==> src/rtl/i2cm_pkg.sv <==
// ----------------------------------------------------------------------------
// i2cm_pkg - shared types and constants for the I2C register access master
// Item layouts for the tick and result channels, the configuration register
// indexes and their reset values.
// ----------------------------------------------------------------------------
package i2cm_pkg;

	// Configuration port geometry
	localparam int unsigned CFG_INDEX_W = 2;
	localparam int unsigned CFG_DATA_W  = 8;

	// Configuration register indexes
	localparam logic [CFG_INDEX_W-1:0] CFG_DEVICE_ADDRESS    = 2'd0;
	localparam logic [CFG_INDEX_W-1:0] CFG_HALF_PERIOD_TICKS = 2'd1;
	localparam logic [CFG_INDEX_W-1:0] CFG_ACK_POLL_LIMIT    = 2'd2;

	// Register reset values
	localparam logic [6:0] DEVICE_ADDRESS_RST    = 7'd42;
	localparam logic [7:0] HALF_PERIOD_TICKS_RST = 8'd8;
	localparam logic [7:0] ACK_POLL_LIMIT_RST    = 8'd10;

	// Transaction kinds
	localparam logic ACTION_WRITE = 1'b0;
	localparam logic ACTION_READ  = 1'b1;

	// One bus tick in
	typedef struct packed {
		logic        go;
		logic        action;
		logic [7:0]  reg_addr;
		logic [15:0] write_data;
		logic        sda_in;
	} cmd_t;

	// Line levels and status out for one tick
	typedef struct packed {
		logic        scl;
		logic        sda_out;
		logic        sda_drive;
		logic        busy_res;
		logic        done_res;
		logic        nack_error;
		logic [15:0] read_data;
	} res_t;

	// Configuration register contents
	typedef struct packed {
		logic [6:0] device_address;
		logic [7:0] half_period_ticks;
		logic [7:0] ack_poll_limit;
	} cfg_t;

endpackage

==> src/rtl/i2cm_seq.sv <==
// ----------------------------------------------------------------------------
// i2cm_seq - bus sequencer of the I2C register access master
// Holds the transaction state and advances it by one bus tick per accepted
// item. Produces the line levels and status for that tick combinationally.
// ----------------------------------------------------------------------------
module i2cm_seq import i2cm_pkg::*; (
	input  logic clk,
	input  logic arst_n,
	input  logic adv,
	input  cmd_t cmd,
	input  cfg_t cfg,
	output res_t res
);

	typedef enum logic [4:0] {
		PH_IDLE, PH_RS0, PH_START1, PH_START2,
		PH_TX_LO, PH_TX_HI, PH_ACK_LO, PH_ACK_HI,
		PH_POLL, PH_RX_LO, PH_RX_HI, PH_MA_LO,
		PH_MA_HI, PH_STOP1, PH_STOP2, PH_STOP3
	} phase_t;

	phase_t      phase_q, phase_d;
	logic [3:0]  bit_q, bit_d;
	logic [2:0]  step_q, step_d;
	logic [7:0]  delay_q, delay_d;
	logic [7:0]  poll_q, poll_d;
	logic [7:0]  shift_q, shift_d;
	logic [15:0] capt_q, capt_d;
	logic        action_q, action_d;
	logic [7:0]  reg_q, reg_d;
	logic [15:0] wdata_q, wdata_d;
	logic        abort_q, abort_d;

	logic        enter_en;
	phase_t      enter_ph;
	logic        done;
	logic [7:0]  hp_eff;
	logic [2:0]  lines;

	assign hp_eff = (cfg.half_period_ticks == 8'd0) ? 8'd1 : cfg.half_period_ticks;

	// Next state for one tick
	always_comb begin
		phase_d  = phase_q;
		bit_d    = bit_q;
		step_d   = step_q;
		delay_d  = delay_q;
		poll_d   = poll_q;
		shift_d  = shift_q;
		capt_d   = capt_q;
		action_d = action_q;
		reg_d    = reg_q;
		wdata_d  = wdata_q;
		abort_d  = abort_q;
		enter_en = 1'b0;
		enter_ph = PH_IDLE;
		done     = 1'b0;

		priority if (phase_q == PH_IDLE) begin
			// Latch the command and open with START
			if (cmd.go) begin
				action_d = cmd.action;
				reg_d    = cmd.reg_addr;
				wdata_d  = cmd.write_data;
				capt_d   = 16'd0;
				abort_d  = 1'b0;
				step_d   = 3'd0;
				enter_en = 1'b1;
				enter_ph = PH_START1;
			end
		end else if (phase_q == PH_POLL) begin
			priority if (!cmd.sda_in) begin
				// Byte acknowledged: pick the next byte or segment
				step_d   = step_q + 3'd1;
				enter_en = 1'b1;
				priority if (step_d == 3'd1) begin
					shift_d  = reg_q;
					bit_d    = 4'd0;
					enter_ph = PH_TX_LO;
				end else if (action_q == ACTION_WRITE) begin
					priority if (step_d == 3'd2) begin
						shift_d  = wdata_q[15:8];
						bit_d    = 4'd0;
						enter_ph = PH_TX_LO;
					end else if (step_d == 3'd3) begin
						shift_d  = wdata_q[7:0];
						bit_d    = 4'd0;
						enter_ph = PH_TX_LO;
					end else begin
						enter_ph = PH_STOP1;
					end
				end else if (step_d == 3'd2) begin
					enter_ph = PH_RS0;
				end else begin
					shift_d  = 8'd0;
					bit_d    = 4'd0;
					enter_ph = PH_RX_LO;
				end
			end else if (poll_q >= cfg.ack_poll_limit) begin
				// Out of polls: abort through STOP
				abort_d  = 1'b1;
				enter_en = 1'b1;
				enter_ph = PH_STOP1;
			end else begin
				poll_d = poll_q + 8'd1;
			end
		end else if (delay_q > 8'd1) begin
			delay_d = delay_q - 8'd1;
		end else begin
			// Segment elapsed: move to the next one
			unique case (phase_q)
				PH_RS0: begin
					enter_en = 1'b1;
					enter_ph = PH_START1;
				end
				PH_START1: begin
					enter_en = 1'b1;
					enter_ph = PH_START2;
				end
				PH_START2: begin
					shift_d  = {cfg.device_address, (step_q == 3'd2)};
					bit_d    = 4'd0;
					enter_en = 1'b1;
					enter_ph = PH_TX_LO;
				end
				PH_TX_LO: begin
					enter_en = 1'b1;
					enter_ph = PH_TX_HI;
				end
				PH_TX_HI: begin
					shift_d  = {shift_q[6:0], 1'b0};
					bit_d    = bit_q + 4'd1;
					enter_en = 1'b1;
					enter_ph = (bit_d >= 4'd8) ? PH_ACK_LO : PH_TX_LO;
				end
				PH_ACK_LO: begin
					enter_en = 1'b1;
					enter_ph = PH_ACK_HI;
				end
				PH_ACK_HI: begin
					enter_en = 1'b1;
					enter_ph = PH_POLL;
				end
				PH_RX_LO: begin
					enter_en = 1'b1;
					enter_ph = PH_RX_HI;
				end
				PH_RX_HI: begin
					shift_d  = {shift_q[6:0], cmd.sda_in};
					bit_d    = bit_q + 4'd1;
					enter_en = 1'b1;
					if (bit_d >= 4'd8) begin
						if (step_q == 3'd3) begin
							capt_d = {shift_d, capt_q[7:0]};
						end else begin
							capt_d = {capt_q[15:8], shift_d};
						end
						enter_ph = PH_MA_LO;
					end else begin
						enter_ph = PH_RX_LO;
					end
				end
				PH_MA_LO: begin
					enter_en = 1'b1;
					enter_ph = PH_MA_HI;
				end
				PH_MA_HI: begin
					enter_en = 1'b1;
					if (step_q == 3'd3) begin
						step_d   = 3'd4;
						shift_d  = 8'd0;
						bit_d    = 4'd0;
						enter_ph = PH_RX_LO;
					end else begin
						enter_ph = PH_STOP1;
					end
				end
				PH_STOP1: begin
					enter_en = 1'b1;
					enter_ph = PH_STOP2;
				end
				PH_STOP2: begin
					enter_en = 1'b1;
					enter_ph = PH_STOP3;
				end
				PH_STOP3: begin
					phase_d = PH_IDLE;
					delay_d = 8'd0;
					done    = 1'b1;
				end
				default: begin
					phase_d = PH_IDLE;
					delay_d = 8'd0;
				end
			endcase
		end

		// Enter a new segment: reload the delay, clear polls on ACK wait
		if (enter_en) begin
			phase_d = enter_ph;
			delay_d = hp_eff;
			if (enter_ph == PH_POLL) begin
				poll_d = 8'd0;
			end
		end
	end

	// Line levels of the segment after this tick: {scl, sda, drive}
	always_comb begin
		unique case (phase_d)
			PH_RS0:                       lines = 3'b011;
			PH_START2:                    lines = 3'b101;
			PH_TX_LO:                     lines = {1'b0, shift_d[7], 1'b1};
			PH_TX_HI:                     lines = {1'b1, shift_d[7], 1'b1};
			PH_ACK_LO, PH_RX_LO:          lines = 3'b010;
			PH_ACK_HI, PH_POLL, PH_RX_HI: lines = 3'b110;
			PH_MA_LO:                     lines = {1'b0, (step_d == 3'd4), 1'b1};
			PH_MA_HI:                     lines = {1'b1, (step_d == 3'd4), 1'b1};
			PH_STOP1:                     lines = 3'b001;
			PH_STOP2:                     lines = 3'b101;
			default:                      lines = 3'b111;
		endcase
	end

	// Result for this tick
	always_comb begin
		res.scl        = lines[2];
		res.sda_out    = lines[1];
		res.sda_drive  = lines[0];
		res.busy_res   = (phase_d != PH_IDLE);
		res.done_res   = done;
		res.nack_error = done && abort_d;
		res.read_data  = (done && !abort_d && (action_d == ACTION_READ)) ? capt_d : 16'd0;
	end

	// Hold state; advance on each accepted tick
	always_ff @(posedge clk or negedge arst_n) begin
		if (!arst_n) begin
			phase_q  <= PH_IDLE;
			bit_q    <= 4'd0;
			step_q   <= 3'd0;
			delay_q  <= 8'd0;
			poll_q   <= 8'd0;
			shift_q  <= 8'd0;
			capt_q   <= 16'd0;
			action_q <= 1'b0;
			reg_q    <= 8'd0;
			wdata_q  <= 16'd0;
			abort_q  <= 1'b0;
		end else if (adv) begin
			phase_q  <= phase_d;
			bit_q    <= bit_d;
			step_q   <= step_d;
			delay_q  <= delay_d;
			poll_q   <= poll_d;
			shift_q  <= shift_d;
			capt_q   <= capt_d;
			action_q <= action_d;
			reg_q    <= reg_d;
			wdata_q  <= wdata_d;
			abort_q  <= abort_d;
		end
	end

endmodule

==> src/rtl/i2c_register_access_master_core.sv <==
// ----------------------------------------------------------------------------
// i2c_register_access_master_core - I2C master for 16-bit register access
// Runs one register write or read per command, one bus tick per item, and
// reports line levels, status and read data for every tick.
//
//   channel | direction | handshake                 | item
//   --------+-----------+---------------------------+--------------------
//   cmd     | in        | cmd_valid / cmd_stall     | cmd_t (one tick)
//   res     | out       | res_valid / res_stall     | res_t (one per tick)
//   cfg     | in        | cfg_we, cfg_index         | cfg_data (8 bits)
//
// One item per clock cycle while cmd_stall is low; its result sits in the output
// register in the cycle after acceptance. The sequencer state advances only on an
// accepted item. cmd_stall rises only while the output register holds an untaken
// result and res_stall is high. Reset clears the sequencer to idle, empties
// the output register and loads the register reset values.
// ----------------------------------------------------------------------------
module i2c_register_access_master_core import i2cm_pkg::*; (
	input  logic                   clk,
	input  logic                   arst_n,
	input  logic                   cmd_valid,
	output logic                   cmd_stall,
	input  cmd_t                   cmd,
	output logic                   res_valid,
	input  logic                   res_stall,
	output res_t                   res,
	input  logic                   cfg_we,
	input  logic [CFG_INDEX_W-1:0] cfg_index,
	input  logic [CFG_DATA_W-1:0]  cfg_data
);

	cfg_t cfg_q;
	res_t step_res;
	res_t res_q;
	logic res_valid_q;
	logic accept;

	assign cmd_stall = res_valid_q && res_stall;
	assign accept    = cmd_valid && !cmd_stall;

	// Configuration registers
	always_ff @(posedge clk or negedge arst_n) begin
		if (!arst_n) begin
			cfg_q.device_address    <= DEVICE_ADDRESS_RST;
			cfg_q.half_period_ticks <= HALF_PERIOD_TICKS_RST;
			cfg_q.ack_poll_limit    <= ACK_POLL_LIMIT_RST;
		end else if (cfg_we) begin
			case (cfg_index)
				CFG_DEVICE_ADDRESS:    cfg_q.device_address    <= cfg_data[6:0];
				CFG_HALF_PERIOD_TICKS: cfg_q.half_period_ticks <= cfg_data;
				CFG_ACK_POLL_LIMIT:    cfg_q.ack_poll_limit    <= cfg_data;
				default: ;
			endcase
		end
	end

	i2cm_seq u_seq (
		.clk    (clk),
		.arst_n (arst_n),
		.adv    (accept),
		.cmd    (cmd),
		.cfg    (cfg_q),
		.res    (step_res)
	);

	// Output register: load on accept, drop when taken
	always_ff @(posedge clk or negedge arst_n) begin
		if (!arst_n) begin
			res_valid_q <= 1'b0;
		end else if (accept) begin
			res_valid_q <= 1'b1;
		end else if (!res_stall) begin
			res_valid_q <= 1'b0;
		end
	end

	always_ff @(posedge clk) begin
		if (accept) begin
			res_q <= step_res;
		end
	end

	assign res_valid = res_valid_q;
	assign res       = res_q;

endmodule

==> config.mk <==
export PLATFORM = sky130hd
export DESIGN_NAME = i2c_register_access_master_core
export DESIGN_NICKNAME = d
export VERILOG_FILES = /design/src/rtl/i2cm_pkg.sv /design/src/rtl/i2cm_seq.sv /design/src/rtl/i2c_register_access_master_core.sv
export SDC_FILE = /design/constraint.sdc
export NUM_CORES = 1
export LEC_CHECK = 0
export BUFFER_PORTS_ARGS = -buffer_cell sky130_fd_sc_hd__clkbuf_2
export CORE_MARGIN = 2
export CORE_UTILIZATION = 55
export CTS_BUF_LIST = sky130_fd_sc_hd__clkbuf_16
export DETAILED_ROUTE_END_ITERATION = 10
export PLACE_DENSITY = 0.71
export SLEW_MARGIN = 20
export SYNTH_ARGS = -nofsm -noshare
export SYNTH_HDL_FRONTEND = slang
export SYNTH_SLANG_ARGS = --single-unit
==> constraint.sdc <==
create_clock -name clk -period 3.9 [get_ports clk]
set_input_delay 0.585 -clock clk [delete_from_list [all_inputs] [get_ports clk]]
set_output_delay 0.585 -clock clk [all_outputs]
set_load 0.02 [all_outputs]
== Word-level counts from Yosys, hierarchy flattened ==
Cells that the tools add are included.
Operators by class
  magnitude comparators: 3
  bitwise operators: 1
  shift-type cells: 0
  reduce and logical (&&, ||, !) cells: 25
  div/mod/pow operators: 0
  add/sub/neg operators: 4
  equality and inequality tests: 46
  $mul: 0
  multiplexer cells: 88
Operators by type and width (count)
  $mux W8: 22
  $mux W16: 7
  $eq A5 B4 Y1 const B: 16
  $pmux W5 S13: 1
  $mux W5: 12
  $mux W4: 12
  $eq A5 B3 Y1 const B: 8
  $pmux W8 S4: 1
  $pmux W3 S9: 1
  $mux W3: 8
  $mux W1: 20
  $reduce_and A8 Y1: 2
  $eq A5 B2 Y1 const B: 3
  $reduce_or A13 Y1: 1
  $eq A3 B2 Y1 const B: 4
  $pmux W4 S3: 1
  $eq A5 B1 Y1 const B: 2
  $reduce_bool A5 Y1: 2
  $add A8 B1 Y8 const B: 1
  $ge A8 B8 Y1: 1
  $gt A8 B1 Y1 const B: 1
  $logic_not A8 Y1: 1
  $ne A2 B1 Y1 const B: 4
  $sub A8 B1 Y8 const B: 1
  23 further kinds: 35
Word-level totals
  RAM bits: 0
  logic and storage cells: 190
  register bits after elaboration: 124
  memories: 0
  bits of input ports: 42
  ROM bits: 0
  bits in latches: 0

== Longest topological paths before layout ==
  word-level depth: 13
  gate-level depth with buffers: 12
  gate-level depth less buffers: 10

== Cells and area by module ==
From an unflattened synthesis, not the netlist that was laid out.
Second synthesis, totals
  cells, all modules: 658
  area total of the unflattened synthesis: 6678.9 um2
By module, submodules not included
  i2cm_seq: cells an instance 583, seq. area each 1951.9 um2, area each 5091.1 um2, times used 1
  i2c_register_access_master_core: cells an instance 75, seq. area each 1268.7 um2, area each 1587.8 um2, times used 1

== Worst setup path before layout ==
OpenSTA, ideal clock, no wires.
  path kind: reg-to-reg
  start point: reg u_seq.delay_q[4]
  end point: reg res_q (netlist bit res[20]), data pin
  cell stages (with the launch flop): 9
  arrival time: 2.446 ns
  slack: 1.186 ns
  library setup time: 0.268 ns
  data required time: 3.632 ns
  buffers on the path: 1
  cells stage by stage: dfrtp_1 > or4_4 > or4_4 > clkbuf_1 > o31ai_1 > o211ai_1 > a22oi_1 > o21a_1 > o211ai_1
RTL lines
  start, declared: line i2cm_seq.sv:25  | logic [7:0] delay_q, delay_d;
  start signal, assigned: line i2cm_seq.sv:254  | delay_q <= delay_d;
  end signal, assigned: line i2c_register_access_master_core.sv:79  | res_q <= step_res;
  end, declared: line i2c_register_access_master_core.sv:34  | res_t res_q;

== Worst setup path in the final report ==
  start point: reg u_seq.phase_q[4]
  end point: reg u_seq.delay_q[7]
Between the ends
  longest elaborated chain between the ends: 8
  elaborated cells between the ends (all ways): 25
RTL lines
  start, declared: line i2cm_seq.sv:22  | phase_t phase_q, phase_d;
  start signal, assigned: line i2cm_seq.sv:251  | phase_q <= phase_d;
  $eq A5 B1 Y1 (tied with other cells): line i2cm_seq.sv:111  | unique case (phase_q)
  $reduce_or A13 Y1 (no line)
  $mux W1: line i2cm_seq.sv:111
  $mux W1: line i2cm_seq.sv:107  | end else if (delay_q > 8'd1) begin
  $mux W1: line i2cm_seq.sv:71  | end else if (phase_q == PH_POLL) begin
  $mux W1: line i2cm_seq.sv:59  | priority if (phase_q == PH_IDLE) begin
  $ne A3 B1 Y1 (no line) or $ne A2 B1 Y1 (tied branches)
  $reduce_and A4 Y1 (no line)
Several ways; a longest one is shown, not always the timed one.
A chain may end at the register's enable or synchronous reset.

==> metrics.md <==
| Metric | Value |
|---|---|
| All-Layer GR Usage | 0.275 |
| Die Area | 13100 sq um |
| Clock latency on the worst-skew pair | 420 ps |
| Via count | approximately 5500 |
| Critical Path Most Common Cell | nand2_1 |
| TritonRoute pass-1 iters | 5 |
| Fin util | 0.647 |
| Initial Util | 0.560 |
| Starting DRT DRC Count | roughly 550 |
| Die Width | around 110 um |
| Overall power | about 0.0048 W |
| Critical-path top delay cell | o221ai_2 |
| Crit path max-delay family | simple AND/OR/NAND/NOR gates |
| Drt drc | 0 |
| Ys flop type | dfrtp_1 |
| Combinational power share | 0.289 |
| Register bit total from synthesis | between 100 and 150 |
| Via density | 6.24 |
| Layout area overhead | 15.6% |
| Switch share | 0.328 |
| Core Region | ~12000 sq um |
| Largest fanout on the critical path | 12 |
| Cell variety after synth | 69 |
| Post-synth top area share | 0.359 |
| Critical Path AT | approximately 3700 ps |
| Async SR Flop Fraction | 0.823 |
| Final Slew Violations | 0 |
| CTS tree | built |
| Clk slew on worst S/H paths | approximately 50 ps |
| Count leader, synth | dfrtp_1 |
| Fin Setup TNS | 0 ps |
| CTS Sinks | 124 |
| Worst setup path category | flop to flop |
| PnR worst setup slack | 606 ps |
| Critical Path Source | u_seq.phase_q[4]$_DFFE_PN0P_ |
| Die height | 114 um |
| Wire length per cell | 19.2 um |
| Post-CTS setup buffers | 0 |
| WP data required | around 4300 ps |
| Post-Syn Nets | between 700 and 800 |
| I/O pin cnt | 66 |
| Max-cap violation count | 0 |
| Layout Skew | 7.46 ps |
| Post-cts repair resize count | 0 |
| Pleak | between 3 and 4 nW |
| Hold Buf Count CTS | 0 |
| Post-place setup slack | 674 ps |
| Status | finished clean |
| Sum of routed wire length over all layers | around 17 mm |
| Antenna violations before repair | 0 |
| GRT Residual Overflow | 0 |
| Final setup vio count | 0 |
| Clock Tree Root | clkbuf_16 |
| YS warnings | 0 |
| Seq/Total Area, Yosys | 0.481 |
| CTS Buffer Depth | 2 |
| Most common library cells after synthesis | 96 x dfrtp_1, 71 x nand2_1, 52 x mux2_2, 38 x o21ai_0 |
| Layout cells sized above 1 | 0.248 |
| Reg2reg start | u_seq.phase_q[4]$_DFFE_PN0P_ |
| Number of enable flip-flop cells after synthesis | 22 |
| Part of the power in the clock network | 0.325 |
| Final Hold Viols | 0 |
| Critical Path End Type | flop |
| Min cycle time layout | around 3300 ps |
| Nets | around 780 |
| Max-Slew Margin vs Limit | 0.550 |
| Synth area leaders | dfrtp_1 36%, edfxtp_1 9.9%, mux2_2 8.7%, nand2_1 4.0%, ha_1 3.4% |
| RSZ-0062 raised after global routing | no |
| Placer Congestion | approximately 0.9 |
| Synth Instances | between 600 and 700 |
| Area leader, netlist | dfrtp_1 |
| Final Cell Area | 7740 sq um |
| Cell Area, Synth | 6690 sq um |
| Largest net degree at the start of global routing | between 40 and 50 |
| ANT nets after route | 0 |
| Sequential share of power | 0.386 |
| CP Buf/Inv Count | 0 |
| Psw | between 0.0015 and 0.002 W |
| CP peak stage delay | around 600 ps |
| N_diodes | 0 |
| Period utilization | 0.845 |
| Worst reg2reg setup slack | 610 ps |
| Worst vdd ir | roughly 0.4 mV |
| P_int | approximately 0.0032 W |
| Critical path, cell by cell | or3_1 > nor2_1 > nand2_1 > o221ai_2 > nand2_1 > o32ai_1 > a22o_1 |
| Port Buffers | 65 |
| TritonCTS buffer count | 17 |
| Worst-margin pin slew | around 670 ps |
| Worst r2r path cells | 7 |
| Power density over cell area | ~620 nW/um^2 |
| Hold Crit Class | input port to asynchronous set/reset pin |
| FP Rows | 40 |
| Max Clk Rate | between 300 and 400 MHz |
| First-pass GRT wire length | 27.5 mm |
| Hpwl dp | 11.8 mm |
| H-tree level count | 4 |
| Mean Syn Cell Area | approximately 10 sq um |
| Number of global-route vias before repair | around 5300 |
| Placed cell area | 7150 sq um |
| RR Endpoint | u_seq.delay_q[7]$_DFFE_PN0P_ |
| CP Launch Type | flop |
==> per-layer routing <==
metal / GRT usage / up-vias / share of wire
met1: 0.398 / 2634 / 0.45
met4: 0.107 / 0 / 0.024
met2: 0.404 / 225 / 0.46
met5: 0 / - / 0
met3: 0.0625 / 32 / 0.069
li1: - / 2559 / -
==> power by group through the flow <==
stage,clock [W],combinational (W),sequential [W]
after global routing,0.00163,0.00153,0.00188
after global placement,0,0.00134,0.00184
final,0.00155,0.00138,0.00184
after floorplan,0,0.00107,0.00176
after CTS,0.00157,0.00137,0.00183
after detailed placement,0,0.00136,0.00185
==> layout by cell type (no fill, tap or decap), types with 7 or more instances in the layout <==
cell / Yosys / final
nand3_1: 34 / 34
a22oi_1: 27 / 27
nor2_1: 27 / 27
clkbuf_2: 0 / 64
o22a_1: 8 / 8
inv_1: 26 / 30
ha_1: 18 / 18
buf_4: 0 / 13
a22o_1: 22 / 22
or3_1: 7 / 7
a21oi_1: 34 / 34
nand2b_1: 9 / 9
dfrtp_1: 96 / 96
nor3_1: 10 / 10
mux2_2: 52 / 52
edfxtp_1: 22 / 22
o21ai_0: 38 / 38
clkbuf_16: 0 / 19
nand2_1: 71 / 71
nor4_1: 7 / 7
==> cells by family after synthesis <==
group | count (synthesis) | synth area share
DFF | 124 | 0.481
and+or+nand+nor | 205 | 0.155
adders and majority gates | 19 | 0.0353
buffers and inverters | 63 | 0.0368
xor gates and xnor gates | 11 | 0.0144
muxes | 55 | 0.0929
AOI/OAI and AO/OA | 178 | 0.185
==> worst max-delay path by stage <==
stage	to	cells past startpoint	slack (ps)
final	u_seq.delay_q[7]$_DFFE_PN0P_	7	610
after global routing	u_seq.delay_q[7]$_DFFE_PN0P_	7	330
after detailed placement	u_seq.delay_q[7]$_DFFE_PN0P_	7	670
after floorplan	res[20]$_DFFE_PP_	8	1190
after global placement	u_seq.delay_q[3]$_DFFE_PN0P_	7	600
after CTS	u_seq.delay_q[7]$_DFFE_PN0P_	7	640
==> flip-flops by register name, indices dropped and copies added, names as in the netlist, 8 cells and up <==
name and count:
u_seq.shift_q 8, u_seq.poll_q 8, u_seq.delay_q 8, u_seq.reg_q 8, u_seq.wdata_q 16, cfg_q 23, res 22, u_seq.capt_q 16
==> stage by stage <==
step,cells,hold slack (ps)
finish,874,110
global route,874,135
CTS,874,111
detailed placement,843,486
global placement,843,483
floorplan,655,289
==> area by class of cell <==
cell class                      count  area (sq um)
Tap cell                          147           184
Sequential cell                   124          3220
Clock inverter                     12           106
Inverter                           27           101
Clock buffer                       19           475
Multi-Input combinational cell    468          3230
Timing Repair Buffer               77           418
Fill cell                         937          4220
(Power assumes the default switching activity.)
